--- config.mk ---
export PLATFORM = sky130hd
export DESIGN_NAME = button_debounce_click_hold_unit_flat
export DESIGN_NICKNAME = d
export VERILOG_FILES = /design/src/rtl/bdch_pkg.sv /design/src/rtl/bdch_if.sv /design/src/rtl/bdch_step.sv /design/src/rtl/button_debounce_click_hold_unit.sv /design/src/flat_wrapper.sv
export SDC_FILE = /design/constraint.sdc
export NUM_CORES = 1
export LEC_CHECK = 0
export BUFFER_PORTS_ARGS = -buffer_cell sky130_fd_sc_hd__buf_2
export CAP_MARGIN = 20
export CORE_ASPECT_RATIO = 0.75
export CORE_MARGIN = 2
export CORE_UTILIZATION = 55
export CTS_CLUSTER_DIAMETER = 60
export DETAILED_ROUTE_END_ITERATION = 8
export PLACE_DENSITY = 0.75
export SYNTH_ARGS = -nofsm -noshare
export SYNTH_HDL_FRONTEND = slang
export SYNTH_SLANG_ARGS = --single-unit
--- constraint.sdc ---
create_clock -name clk -period 11.49 [get_ports clk]
set_clock_uncertainty 0.2 [all_clocks]
set_input_delay 1.7235 -clock clk [delete_from_list [all_inputs] [get_ports clk]]
set_output_delay 1.7235 -clock clk [all_outputs]
set_load 0.005 [all_outputs]
--- src/rtl/bdch_pkg.sv ---
// Shared types and constants for the button debounce / click / hold unit.
// No dependencies; compiled first.
package bdch_pkg;

    // Default width of the internal timestamp arithmetic
    localparam int TIME_BITS_DFLT = 32;

    // Field widths fixed by the word format
    localparam int NOW_W   = 32;
    localparam int CFG_W   = 16;
    localparam int STATE_W = 2;

    // Configuration register map
    localparam int CFG_IDX_W = 1;
    typedef enum logic [CFG_IDX_W-1:0] {
        REG_DEBOUNCE = 1'b0,
        REG_HOLD     = 1'b1
    } cfg_reg_t;

    localparam logic [CFG_W-1:0] DEBOUNCE_RST = 16'd50;
    localparam logic [CFG_W-1:0] HOLD_RST     = 16'd1000;

    typedef enum logic [STATE_W-1:0] {
        ST_RELEASED = 2'd0,
        ST_PRESSED  = 2'd1,
        ST_HELD     = 2'd2
    } press_state_t;

    // Control state carried from one word to the next
    typedef struct packed {
        press_state_t state;
        logic         armed;
    } bdch_ctrl_t;

    // Programmed timeouts
    typedef struct packed {
        logic [CFG_W-1:0] debounce_ms;
        logic [CFG_W-1:0] hold_ms;
    } bdch_cfg_t;

endpackage

--- src/rtl/bdch_if.sv ---
// Valid/ready stream interfaces for the sample and result words.
// Depends on bdch_pkg for field widths.
interface bdch_in_if;
    import bdch_pkg::*;

    logic             valid;
    logic             ready;
    logic             pin_level;
    logic [NOW_W-1:0] now_ms;

    modport source (output valid, output pin_level, output now_ms, input ready);
    modport sink   (input valid, input pin_level, input now_ms, output ready);
endinterface

interface bdch_out_if;
    import bdch_pkg::*;

    logic               valid;
    logic               ready;
    logic [STATE_W-1:0] button_state;
    logic               clicked;

    modport source (output valid, output button_state, output clicked, input ready);
    modport sink   (input valid, input button_state, input clicked, output ready);
endinterface

--- src/rtl/bdch_step.sv ---
// Next-state logic for one pin sample: debounce, click and hold decisions.
// Depends on bdch_pkg; purely combinational.
module bdch_step #(
    parameter int TIME_BITS = bdch_pkg::TIME_BITS_DFLT
) (
    input  logic                  pin_level,
    input  logic [TIME_BITS-1:0]  now,
    input  bdch_pkg::bdch_ctrl_t  ctrl,
    input  logic [TIME_BITS-1:0]  start,
    input  bdch_pkg::bdch_cfg_t   cfg,
    output bdch_pkg::bdch_ctrl_t  ctrl_next,
    output logic [TIME_BITS-1:0]  start_next,
    output logic                  clicked
);
    import bdch_pkg::*;

    logic                 pressed;
    logic [TIME_BITS-1:0] elapsed;
    logic                 debounce_done;
    logic                 hold_done;

    assign pressed       = ~pin_level;
    assign elapsed       = now - start;     // wraps modulo 2^TIME_BITS
    assign debounce_done = elapsed >= TIME_BITS'(cfg.debounce_ms);
    assign hold_done     = elapsed >= TIME_BITS'(cfg.hold_ms);

    // A click only lives until it is reported, which is this same word
    assign clicked = ~pressed && (ctrl.state == ST_PRESSED);

    always_comb
    begin
        ctrl_next  = ctrl;
        start_next = start;

        if (pressed)
        begin
            unique case (ctrl.state)
                ST_RELEASED:
                begin
                    if (!ctrl.armed)
                    begin
                        ctrl_next.armed = 1'b1;
                        start_next      = now;
                    end
                    else if (debounce_done)
                    begin
                        ctrl_next.state = hold_done ? ST_HELD : ST_PRESSED;
                    end
                end
                ST_PRESSED:
                begin
                    if (hold_done)
                        ctrl_next.state = ST_HELD;
                end
                ST_HELD:
                begin
                    ctrl_next.state = ST_HELD;
                end
                default:
                begin
                    ctrl_next.state = ctrl.state;
                end
            endcase
        end
        else if (ctrl.state != ST_RELEASED)
        begin
            ctrl_next.armed = 1'b0;
            ctrl_next.state = ST_RELEASED;
        end
    end

endmodule

--- src/rtl/button_debounce_click_hold_unit.sv ---
// Top level of the push-button debouncer with click and long-press detection.
// Depends on bdch_pkg, bdch_if (bdch_in_if, bdch_out_if) and bdch_step.
//
// Each sample word carries the raw active-low pin level and a wrapping
// millisecond timestamp; each accepted sample yields exactly one result word
// with the state after that sample (released, pressed, held) and a click
// flag that is set once, on the release that ends a press that never
// reached hold. A press counts after it has stayed low for debounce_ms,
// measured from the first low sample after release, and it always needs a
// second low sample; it becomes held once hold_ms have passed since that
// first sample, possibly in the same word. Timestamps are compared modulo
// 2^TIME_BITS. The block takes one sample per clock unless the result stalls;
// a sample passes an input register, then the decision logic into the result
// register, which is where the debounce state is updated. A stalled result
// holds both stages; a new sample is still taken whenever the result register
// is free or being emptied in that cycle. Timeouts must be written through the
// plain configuration port while no word is in flight; not enforced here.
module button_debounce_click_hold_unit #(
    parameter int TIME_BITS = bdch_pkg::TIME_BITS_DFLT
) (
    input  logic                          clk,
    input  logic                          rst_n,
    input  logic                          cfg_wr_en,
    input  logic [bdch_pkg::CFG_IDX_W-1:0] cfg_index,
    input  logic [bdch_pkg::CFG_W-1:0]    cfg_wdata,
    bdch_in_if.sink                       sample,
    bdch_out_if.source                    result
);
    import bdch_pkg::*;

    // Bits of now_ms that take part in time arithmetic
    localparam int NOW_KEEP = (TIME_BITS < NOW_W) ? TIME_BITS : NOW_W;

    // Configuration
    bdch_cfg_t cfg_reg;

    // Input stage
    logic                 in_vld_reg;
    logic                 in_pin_reg;
    logic [TIME_BITS-1:0] in_now_reg;

    // Debounce state
    bdch_ctrl_t           ctrl_reg;
    bdch_ctrl_t           ctrl_next;
    logic [TIME_BITS-1:0] start_reg;
    logic [TIME_BITS-1:0] start_next;

    // Result stage
    logic                 out_vld_reg;
    press_state_t         out_state_reg;
    logic                 out_click_reg;
    logic                 click_next;

    logic                 advance;      // input stage moves into the result stage
    logic                 take;         // sample word accepted

    assign advance      = ~out_vld_reg | result.ready;
    assign sample.ready = ~in_vld_reg | advance;
    assign take         = sample.valid & sample.ready;

    assign result.valid        = out_vld_reg;
    assign result.button_state = out_state_reg;
    assign result.clicked      = out_click_reg;

    // ---------------------------------------------------------------
    // Configuration registers; an index outside the map is ignored
    // ---------------------------------------------------------------
    always_ff @(posedge clk or negedge rst_n)
    begin
        if (!rst_n)
        begin
            cfg_reg.debounce_ms <= DEBOUNCE_RST;
            cfg_reg.hold_ms     <= HOLD_RST;
        end
        else if (cfg_wr_en)
        begin
            unique case (cfg_reg_t'(cfg_index))
                REG_DEBOUNCE: cfg_reg.debounce_ms <= cfg_wdata;
                REG_HOLD:     cfg_reg.hold_ms     <= cfg_wdata;
                default:      cfg_reg             <= cfg_reg;
            endcase
        end
    end

    // ---------------------------------------------------------------
    // Input register
    // ---------------------------------------------------------------
    always_ff @(posedge clk or negedge rst_n)
    begin
        if (!rst_n)
            in_vld_reg <= 1'b0;
        else if (sample.ready)
            in_vld_reg <= sample.valid;
    end

    always_ff @(posedge clk)
    begin
        if (take)
        begin
            in_pin_reg <= sample.pin_level;
            in_now_reg <= TIME_BITS'(sample.now_ms[NOW_KEEP-1:0]);
        end
    end

    // ---------------------------------------------------------------
    // Decision logic
    // ---------------------------------------------------------------
    bdch_step #(
        .TIME_BITS (TIME_BITS)
    ) u_step (
        .pin_level  (in_pin_reg),
        .now        (in_now_reg),
        .ctrl       (ctrl_reg),
        .start      (start_reg),
        .cfg        (cfg_reg),
        .ctrl_next  (ctrl_next),
        .start_next (start_next),
        .clicked    (click_next)
    );

    // ---------------------------------------------------------------
    // State and result registers; updated once per word that advances
    // ---------------------------------------------------------------
    always_ff @(posedge clk or negedge rst_n)
    begin
        if (!rst_n)
        begin
            ctrl_reg.state <= ST_RELEASED;
            ctrl_reg.armed <= 1'b0;
            start_reg      <= '0;
            out_vld_reg    <= 1'b0;
        end
        else if (advance)
        begin
            out_vld_reg <= in_vld_reg;
            if (in_vld_reg)
            begin
                ctrl_reg  <= ctrl_next;
                start_reg <= start_next;
            end
        end
    end

    always_ff @(posedge clk)
    begin
        if (advance && in_vld_reg)
        begin
            out_state_reg <= ctrl_next.state;
            out_click_reg <= click_next;
        end
    end

endmodule

--- src/flat_wrapper.sv ---
// flat-port wrapper written by rule: the top's interface ports become plain ports
module button_debounce_click_hold_unit_flat import bdch_pkg::*;
#(
    parameter int TIME_BITS = bdch_pkg::TIME_BITS_DFLT
)
  (clk, rst_n, cfg_wr_en, cfg_index, cfg_wdata, sample_valid, sample_pin_level, sample_now_ms, sample_ready, result_valid, result_button_state, result_clicked, result_ready);
  bdch_in_if sample_i ();
  bdch_out_if result_i ();
  input  logic clk;
  input  logic rst_n;
  input  logic cfg_wr_en;
  input  logic [bdch_pkg::CFG_IDX_W-1:0] cfg_index;
  input  logic [bdch_pkg::CFG_W-1:0] cfg_wdata;
  input wire logic [$bits(sample_i.valid)-1:0] sample_valid;
  input wire logic [$bits(sample_i.pin_level)-1:0] sample_pin_level;
  input wire logic [$bits(sample_i.now_ms)-1:0] sample_now_ms;
  output wire logic [$bits(sample_i.ready)-1:0] sample_ready;
  output wire logic [$bits(result_i.valid)-1:0] result_valid;
  output wire logic [$bits(result_i.button_state)-1:0] result_button_state;
  output wire logic [$bits(result_i.clicked)-1:0] result_clicked;
  input wire logic [$bits(result_i.ready)-1:0] result_ready;
  assign sample_i.valid = sample_valid;
  assign sample_i.pin_level = sample_pin_level;
  assign sample_i.now_ms = sample_now_ms;
  assign sample_ready = sample_i.ready;
  assign result_valid = result_i.valid;
  assign result_button_state = result_i.button_state;
  assign result_clicked = result_i.clicked;
  assign result_i.ready = result_ready;
  button_debounce_click_hold_unit #(.TIME_BITS(TIME_BITS)) u_core (.clk(clk), .rst_n(rst_n), .cfg_wr_en(cfg_wr_en), .cfg_index(cfg_index), .cfg_wdata(cfg_wdata), .sample(sample_i), .result(result_i));
endmodule
## Word level (Yosys, flattened, before mapping)

Cells that the tools add are included.
W data, S select, Z words.

| storage, ports and cells | value |
|---|---|
| flip-flop bits (word level) | 105 |
| input bits | 55 |
| output and inout bits | 5 |
| logic and storage cells | 43 |

| cells by class | value |
|---|---|
| add/sub/neg operators | 1 |
| order comparisons | 2 |
| equal/unequal tests | 3 |
| multiplexer cells | 8 |
| bitwise operators | 8 |
| reductions and logical operators | 10 |

Operators with widths:

| kind | count |
|---|---|
| $ge A32 B16 Y1 | 2 |
| $sub A32 B32 Y32 | 1 |
| $mux W2 | 4 |
| $mux W3 | 2 |
| $pmux W2 S3 | 1 |
| $reduce_and A2 Y1 | 3 |
| $not A1 Y1 | 5 |
| $reduce_and A5 Y1 | 1 |
| $reduce_and A4 Y1 | 1 |
| $reduce_bool A2 Y1 | 2 |
| $eq A2 B1 Y1 const B | 1 |
| $eq A2 B2 Y1 const B | 1 |
| $logic_and A1 B1 Y1 | 2 |
| $logic_not A2 Y1 | 1 |
| $ne A2 B2 Y1 const B | 1 |
| $or A1 B1 Y1 | 2 |
| $and A1 B1 Y1 | 1 |
| $mux W1 | 1 |

## Longest topological paths before layout

Gate-level depths: netlist (run 1).

| depth | value |
|---|---|
| depth in word-level cells | 7 |
| depth in mapped cells | 21 |
| mapped depth without buffers | 21 |

## Cells and area by module

Synthesis (run 1) repeated with hierarchy kept, for this count alone.

| second synthesis, totals | value |
|---|---|
| cells, all modules | 682 |
| area, all modules | 7130.6 µm² |

By module, submodules not included:

| module | instances | cells each | area an instance (µm²) | seq. area each (µm²) |
|---|---|---|---|---|
| button_debounce_click_hold_unit | 1 | 187 | 3857.4 | 2819.0 |
| bdch_step | 1 | 495 | 3273.1 | 0.0 |

## Worst setup path before layout (run 1)

No wires, ideal clock.

| timing | value |
|---|---|
| kind | in2out |
| from | input result_ready |
| to | output sample_ready |
| arrival | 1.898 ns |
| data required time | 9.567 ns |
| slack | 7.669 ns |
| stages on the path | 1 |
| path buffers | 0 |
| cells stage by stage | nand3b_1 |

| between the ends | value |
|---|---|
| longest elaborated chain between the ends | 2 |

RTL lines:

| item | line | text |
|---|---|---|
| from (decl) | flat_wrapper.sv:21 | `input wire logic [$bits(result_i.ready)-1:0] result_ready;` |
| $or A1 B1 Y1 | button_debounce_click_hold_unit.sv:57 | `assign advance = ~out_vld_reg \| result.ready;` |
| $or A1 B1 Y1 | button_debounce_click_hold_unit.sv:58 | `assign sample.ready = ~in_vld_reg \| advance;` |
| to (decl) | flat_wrapper.sv:17 | `output wire logic [$bits(sample_i.ready)-1:0] sample_ready;` |

Every way passes these cells.

==> results of run 1 <==
per-layer routing:
metal | up-vias | global-route usage | wire (um)
met1 | 2419 | 0.347 | 7410
met4 | 0 | 0.0518 | 159
met3 | 19 | 0.0545 | 845
met2 | 178 | 0.366 | 6290
met5 | - | 0 | 0
li1 | 2477 | - | -
metrics by stage:
stage,utilization,instances
floorplan,-,663
global placement,0.608,867
detailed placement,0.608,867
CTS,0.633,883
global route,0.633,883
finish,0.633,883
Yosys cell counts, types with 6 or more instances:
library cell / number / area, um2
nand2_1: 52 / 195
nand2b_1: 12 / 75.1
nor2_1: 38 / 143
edfxtp_1: 36 / 1080
o21ai_1: 11 / 55.1
ha_1: 63 / 788
o211ai_1: 6 / 45.0
xnor2_1: 15 / 131
buf_2: 7 / 35.0
a21oi_1: 43 / 215
a211oi_1: 7 / 52.6
nor3_1: 8 / 40.0
nand3_1: 6 / 30.0
mux2_2: 48 / 541
clkbuf_1: 13 / 48.8
nand4_1: 13 / 81.3
dfrtp_1: 60 / 1500
o21ai_0: 41 / 205
a21o_1: 16 / 120
inv_1: 74 / 278
dfstp_2: 9 / 236
mux2i_1: 6 / 60.1
or3_1: 6 / 37.5
how the worst max path moves through the flow:
stage	startpoint	endpoint	slack, ns	cells past startpoint
detailed placement	u_core.start_reg[1]$_DFFE_PN0P_	u_core.result.button_state[1]$_DFFE_PP_	7.23	16
global placement	u_core.start_reg[1]$_DFFE_PN0P_	u_core.result.button_state[1]$_DFFE_PP_	7.40	16
global route	u_core.start_reg[1]$_DFFE_PN0P_	u_core.result.button_state[1]$_DFFE_PP_	6.60	16
CTS	u_core.in_now_reg[9]$_DFFE_PP_	u_core.result.button_state[1]$_DFFE_PP_	7.19	14
floorplan	result_ready	sample_ready	7.67	1
finish	u_core.in_now_reg[9]$_DFFE_PP_	u_core.result.button_state[1]$_DFFE_PP_	7.08	14
power groups by stage:
stage / combinational, W / sequential (W) / clock (W)
floorplan: 0.000860 / 0.000507 / 0
global route: 0.00127 / 0.000523 / 0.000329
finish: 0.00114 / 0.000512 / 0.000308
global placement: 0.00108 / 0.000513 / 0
CTS: 0.00112 / 0.000512 / 0.000316
detailed placement: 0.00111 / 0.000519 / 0
worst max-delay path: stages (launching register included):
cell and delay [ns]:
edfxtp_1 0.42, ha_1 0.45, nand4_1 0.21, a211oi_1 0.64, o21ai_1 0.29, o21bai_1 0.19, a21oi_1 0.09, xnor2_1 0.28
ha_1 0.31, o2111a_1 0.14, a221oi_1 0.28, o21ai_0 0.17, o41ai_1 0.25, and2_1 0.19, nor3_1 0.05
layout make-up:
| type | count | area [um2] | share of cell area |
|---|---|---|---|
| Timing Repair Buffer | 63 | 325 | 0.0439 |
| Clock buffer | 10 | 229 | 0.0309 |
| Multi-Input combinational cell | 463 | 3490 | 0.471 |
| Tap cell | 162 | 203 | 0.0274 |
| Inverter | 74 | 278 | 0.0375 |
| Clock inverter | 6 | 63.8 | 0.00861 |
| Sequential cell | 105 | 2820 | 0.380 |
cell families after synthesis:
logic type      after synthesis  synth area share
mux                          54            0.0899
flops                       105             0.422
xor+xnor                     20            0.0262
buf+inv                      95            0.0553
compound gates              164             0.161
simple gates                161             0.125
fa+ha+maj                    64             0.121
==> flow_metrics.py, run 1 <==
metrics = {
    "run_status": {
        "outcome": "complete, no violations",
    },
    "clock_tree": {
        "cts_tree": "yes",
        "cts.sinks": 105,
        "cts_resized": 0,
        "clockBufferDepth": 2,
        "cts_inserted_buffers": 9,
        "clkLatencyLatePin_ns": 0.35,
        "cts_setup_buffers": 0,
        "ctsHtreeMaxLevel": 3,
        "root_buffer": "clkbuf_16",
        "ctsHoldBuffers": 0,
        "clkTransAtPathRegs_ns": 0.07,
    },
    "sta": {
        "hold_violations": 0,
        "slew_violations": 0,
        "worst_slack_ns": 7.08,
        "rsz0062_at_grt": "no",
        "whs_ns": 0.297,
        "period_needed_ns": 4.41,
        "worst_pin_slew_ns": 0.907,
        "finalSetupViolCount": 0,
        "setup_tns_ns": 0,
        "max_slew_margin": 0.395,
        "fmax_mhz": 227,
        "fin_crit_sh": 0.384,
    },
    "yosys": {
        "async_flop_share": 0.657,
        "syn_nets": 782,
        "synth_area_um2": 6680,
        "synthCells": 663,
        "ys_types": 61,
        "synth-seq-cells": 105,
        "yosysSeqAreaShare": 0.422,
        "avgSynthCellArea_um2": 10.1,
        "synth_edf_count": 36,
        "ys_warn_count": 0,
        "synth-main-ff-cell": "dfrtp_1",
    },
    "global_routing": {
        "grt_overflow_total": 0,
        "grt_max_degree": 70,
        "grt_pass1_wl_mm": 24.7,
        "first_global_vias": 4975,
        "grt_antenna_before_repair": 0,
        "gr-usage-all-layers": 0.238,
    },
    "worst_setup_path": {
        "path_class": "reg -> reg",
        "critPathArrivalTime_ns": 4.30,
        "rr_worst_depth": 14,
        "end_kind": "flop",
        "critPathLaunchType": "flop",
        "required_ns": 11.38,
        "r2r_start": "u_core.in_now_reg[9]$_DFFE_PP_",
        "reg2reg_slack_ns": 7.08,
        "r2r-end": "u_core.result.button_state[1]$_DFFE_PP_",
        "worstPathMaxFanout": 8,
    },
    "hold_path": {
        "hold_class": "reg -> reg",
        "min_to": "u_core.start_reg[0]$_DFFE_PN0P_",
        "min-delay-start": "u_core.start_reg[0]$_DFFE_PN0P_",
        "whs_path_depth": 2,
    },
    "finish": {
        "design_area_um2": 7410,
        "drive_gt1_frac": 0.201,
        "final_common_cell": "inv_1",
        "fillers": 958,
        "fin_nets": 835,
        "area.growth.synth_to_final_pct": 10.9,
        "final_cell_mix": "inv_1 (74), ha_1 (63), dfrtp_1 (60)",
        "num_antenna_cells": 0,
    },
    "power_and_ir_drop": {
        "p_total_w": 0.00196,
        "power.density_nw_per_um2": 264,
        "p_sw_w": 0.000849,
        "switching_share": 0.433,
        "combPwrFrac": 0.581,
        "ir_worst_vdd_mv": 0.128,
        "seq_power_share": 0.262,
        "p_leak_nw": 3.37,
        "intPower_w": 0.00111,
        "clockPowerShare": 0.157,
    },
    "placement": {
        "dp.final_hpwl_mm": 11.2,
        "place_area_um2": 7120,
        "place_congestion": 0.894,
        "place_ws_ns": 7.23,
        "port-buffer-count": 59,
    },
    "die": {
        "fp.dieArea_um2": 13100,
        "core_um2": 11700,
        "start_util": 0.571,
        "die_h_um": 99.4,
        "die_width_um": 131,
        "rows": 34,
        "ios": 60,
    },
    "route": {
        "drtIter0Drc": 356,
        "drt_wl_total_mm": 14.7,
        "vias_per_cell": 5.77,
        "dr.pass1.iters": 5,
        "final_antenna_net_count": 0,
        "via_count": 5093,
        "wl_per_cell_um": 16.7,
        "drc_errors": 0,
    },
    "run": {
        "max_cap_violations": 0,
    },
}
(Power assumes the default switching activity.)
==> inputs of run 2 (changes only) <==
clock period = 4.43 ns   (was 11.49 ns; I/O delays follow)
==> run 2 against run 1 <==
Effect of this change:
- utilization up 0.46 points
- cell area up 0.73%
- register-to-register slack worse by 6.9 ns
- sequential share of layout area down 0.27 points
- die area unchanged
- first-iteration DRC count up 18%
- non-clock buffer count up 1
- total power rose to 2.6 times the previous value
- global-route usage down 0.80 points
- clock power rose to 2.5 times the previous value
- critical path type unchanged
- highest routed layer unchanged
==> flow_metrics.py, run 2 (synthesis results as in run 1) <==
metrics = {
    "worst_setup_path": {
        "cpMaxStageDelayCell": "dfrtp_1",
        "worstPathMaxFanout": 5,
        "path_class": "reg -> reg",
        "critPathArrivalTime_ns": 4.24,
        "crit_top_cell": "a21o_1",
        "cp-startpoint": "u_core.start_reg[3]$_DFFE_PN0P_",
        "critical-path-top-delay-family": "compound AO/OA/AOI/OAI gates",
        "crit_chain": "inv_1 -> ha_2 -> a21o_1 -> a21oi_2 -> nand2_1 -> a21o_1 -> a21o_1 -> a21oi_1 -> o21bai_1 -> xor2_2 -> ha_1 -> a21oi_1 -> nor2b_1 -> o21ai_0 -> nand2b_1 -> a21oi_1 -> o21ai_0 -> a21o_1 -> o41ai_4 -> a22oi_1 -> nor2_1",
        "critPathLaunchType": "flop",
        "required_ns": 4.44,
        "end_kind": "flop",
        "cpPeakStageDelay_ns": 0.37,
        "endpoint": "u_core.result.button_state[0]$_DFFE_PP_",
        "cp.depth": 21,
        "crit_buf_inv": 1,
        "r2r-end": "u_core.result.button_state[0]$_DFFE_PP_",
        "rr_worst_depth": 21,
        "reg2reg_slack_ns": 0.20,
        "r2r_start": "u_core.start_reg[3]$_DFFE_PN0P_",
    },
    "global_routing": {
        "grt_max_degree": 40,
        "first_global_vias": 4821,
        "use_met3": 0.0418,
        "grt_overflow_total": 0,
        "gr-usage-all-layers": 0.230,
        "met1_usage": 0.348,
        "grt_antenna_before_repair": 0,
        "grt_busiest_layer": "met2",
        "gr-usage-met2": 0.350,
        "grt_pass1_wl_mm": 24.0,
    },
    "hold_path": {
        "hold_class": "in -> async",
    },
    "route": {
        "wl_per_cell_um": 16.6,
        "dr.pass1.iters": 5,
        "drtIter0Drc": 421,
        "via_count": 5067,
        "drt_wl_total_mm": 14.7,
        "drc_errors": 0,
        "vias_per_cell": 5.73,
        "final_antenna_net_count": 0,
    },
    "clock_tree": {
        "root_buffer": "clkbuf_16",
        "cts.sinks": 105,
        "ctsHtreeMaxLevel": 3,
        "cts_tree": "yes",
        "cts_inserted_buffers": 9,
        "clkLatencyLatePin_ns": 0.35,
        "clkTransAtPathRegs_ns": 0.08,
        "clockBufferDepth": 2,
        "ctsHoldBuffers": 0,
    },
    "die": {
        "core_um2": 11700,
        "start_util": 0.571,
        "fp.dieArea_um2": 13100,
        "die_width_um": 131,
        "rows": 34,
        "die_h_um": 99.4,
        "ios": 60,
    },
    "sta": {
        "setup_tns_ns": 0,
        "fin_crit_sh": 0.956,
        "worst_slack_ns": 0.197,
        "worst_pin_slew_ns": 0.757,
        "slew_violations": 0,
        "period_needed_ns": 4.23,
        "hold_violations": 0,
        "finalSetupViolCount": 0,
        "max_slew_margin": 0.494,
        "fmax_mhz": 236,
    },
    "finish": {
        "num_antenna_cells": 0,
        "area.growth.synth_to_final_pct": 11.7,
        "final_core_util": 0.638,
        "final_cell_mix": "inv_1 (74), ha_1 (62), dfrtp_1 (60)",
        "fin_nets": 836,
        "final_common_cell": "inv_1",
        "drive_gt1_frac": 0.219,
        "design_area_um2": 7460,
    },
    "placement": {
        "port-buffer-count": 59,
        "place_ws_ns": 0.177,
        "place_congestion": 0.916,
        "place_area_um2": 7120,
        "dp.final_hpwl_mm": 11.2,
    },
    "power_and_ir_drop": {
        "p_leak_nw": 3.40,
        "power.density_nw_per_um2": 684,
        "ir_worst_vdd_mv": 0.314,
    },
    "run": {
        "max_cap_violations": 0,
    },
    "run_status": {
        "outcome": "complete, no violations",
    },
}
## run 2: cell count changes in the layout (fill, tap and decap cells not counted), moves of 2 or more
| cell | change |
|---|---|
| clkinv_2 | +2 |
| inv_8 | +2 |
| clkinv_1 | -2 |
| a21oi_1 | -3 |
| a21oi_2 | +3 |
## run 2: area by class of cell
| cell class | count | area (um2) |
|---|---|---|
| Fill cell | 941 | 4240 |
| Multi-Input combinational cell | 463 | 3550 |
| Sequential cell | 105 | 2820 |
| Timing Repair Buffer | 64 | 333 |
| Inverter | 74 | 278 |
| Clock buffer | 9 | 225 |
| Tap cell | 162 | 203 |
| Clock inverter | 7 | 58.8 |
## run 2: worst min-delay path by stage
| stage | startpoint | to | slack [ns] | cells past startpoint |
|---|---|---|---|---|
| floorplan | rst_n | u_core.cfg_reg[0]$_DFFE_PN0P_ | 0.17 | 0 |
| global placement | u_core.in_vld_reg$_DFFE_PN0N_ | u_core.result.valid$_DFFE_PN0N_ | 0.27 | 1 |
| detailed placement | u_core.in_vld_reg$_DFFE_PN0N_ | u_core.result.valid$_DFFE_PN0N_ | 0.28 | 1 |
| CTS | rst_n | u_core.start_reg[10]$_DFFE_PN0P_ | 0.19 | 1 |
| global route | rst_n | u_core.start_reg[5]$_DFFE_PN0P_ | 0.22 | 1 |
| finish | rst_n | u_core.start_reg[9]$_DFFE_PN0P_ | 0.16 | 1 |
## run 2: power by group
group	internal [W]	switching (W)	total [W]
combinational	0.00124	0.00177	0.00301
sequential	0.00122	0.000102	0.00133
clock	0.000394	0.000380	0.000774
## run 2: metal layers
layer | wire [um] | up-vias | share of wire
li1 | - | 2485 | -
met1 | 7370 | 2432 | 0.50
met2 | 6360 | 140 | 0.43
met3 | 864 | 10 | 0.059
met4 | 87 | 0 | 0.0059
met5 | 0 | - | 0
## run 2: worst reg2reg max path: cells and delay by family, from the launching register on
family                     cells  cell delay (ns)
AOI/OAI and AO/OA             13             2.31
xor gates and xnor gates       1             0.18
adders and majority gates      2             0.63
buffers and inverters          1             0.06
DFF                            1             0.37
and+or+nand+nor                4             0.34
## run 2: through the flow
step,total power [W],std cells,hold slack [ns]
finish,0.00511,884,0.162
global placement,0.00413,867,0.270
floorplan,0.00354,663,0.169
CTS,0.00502,883,0.190
detailed placement,0.00423,867,0.283
global route,0.00554,884,0.224
## run 2: repair_timing
| item | 4_1_cts | 5_1_grt |
|---|---|---|
| setup buffers | 0 | 1 |
| endpoints found under the setup margin | 0 | 4 |
| gates resized for setup | 0 | 10 |
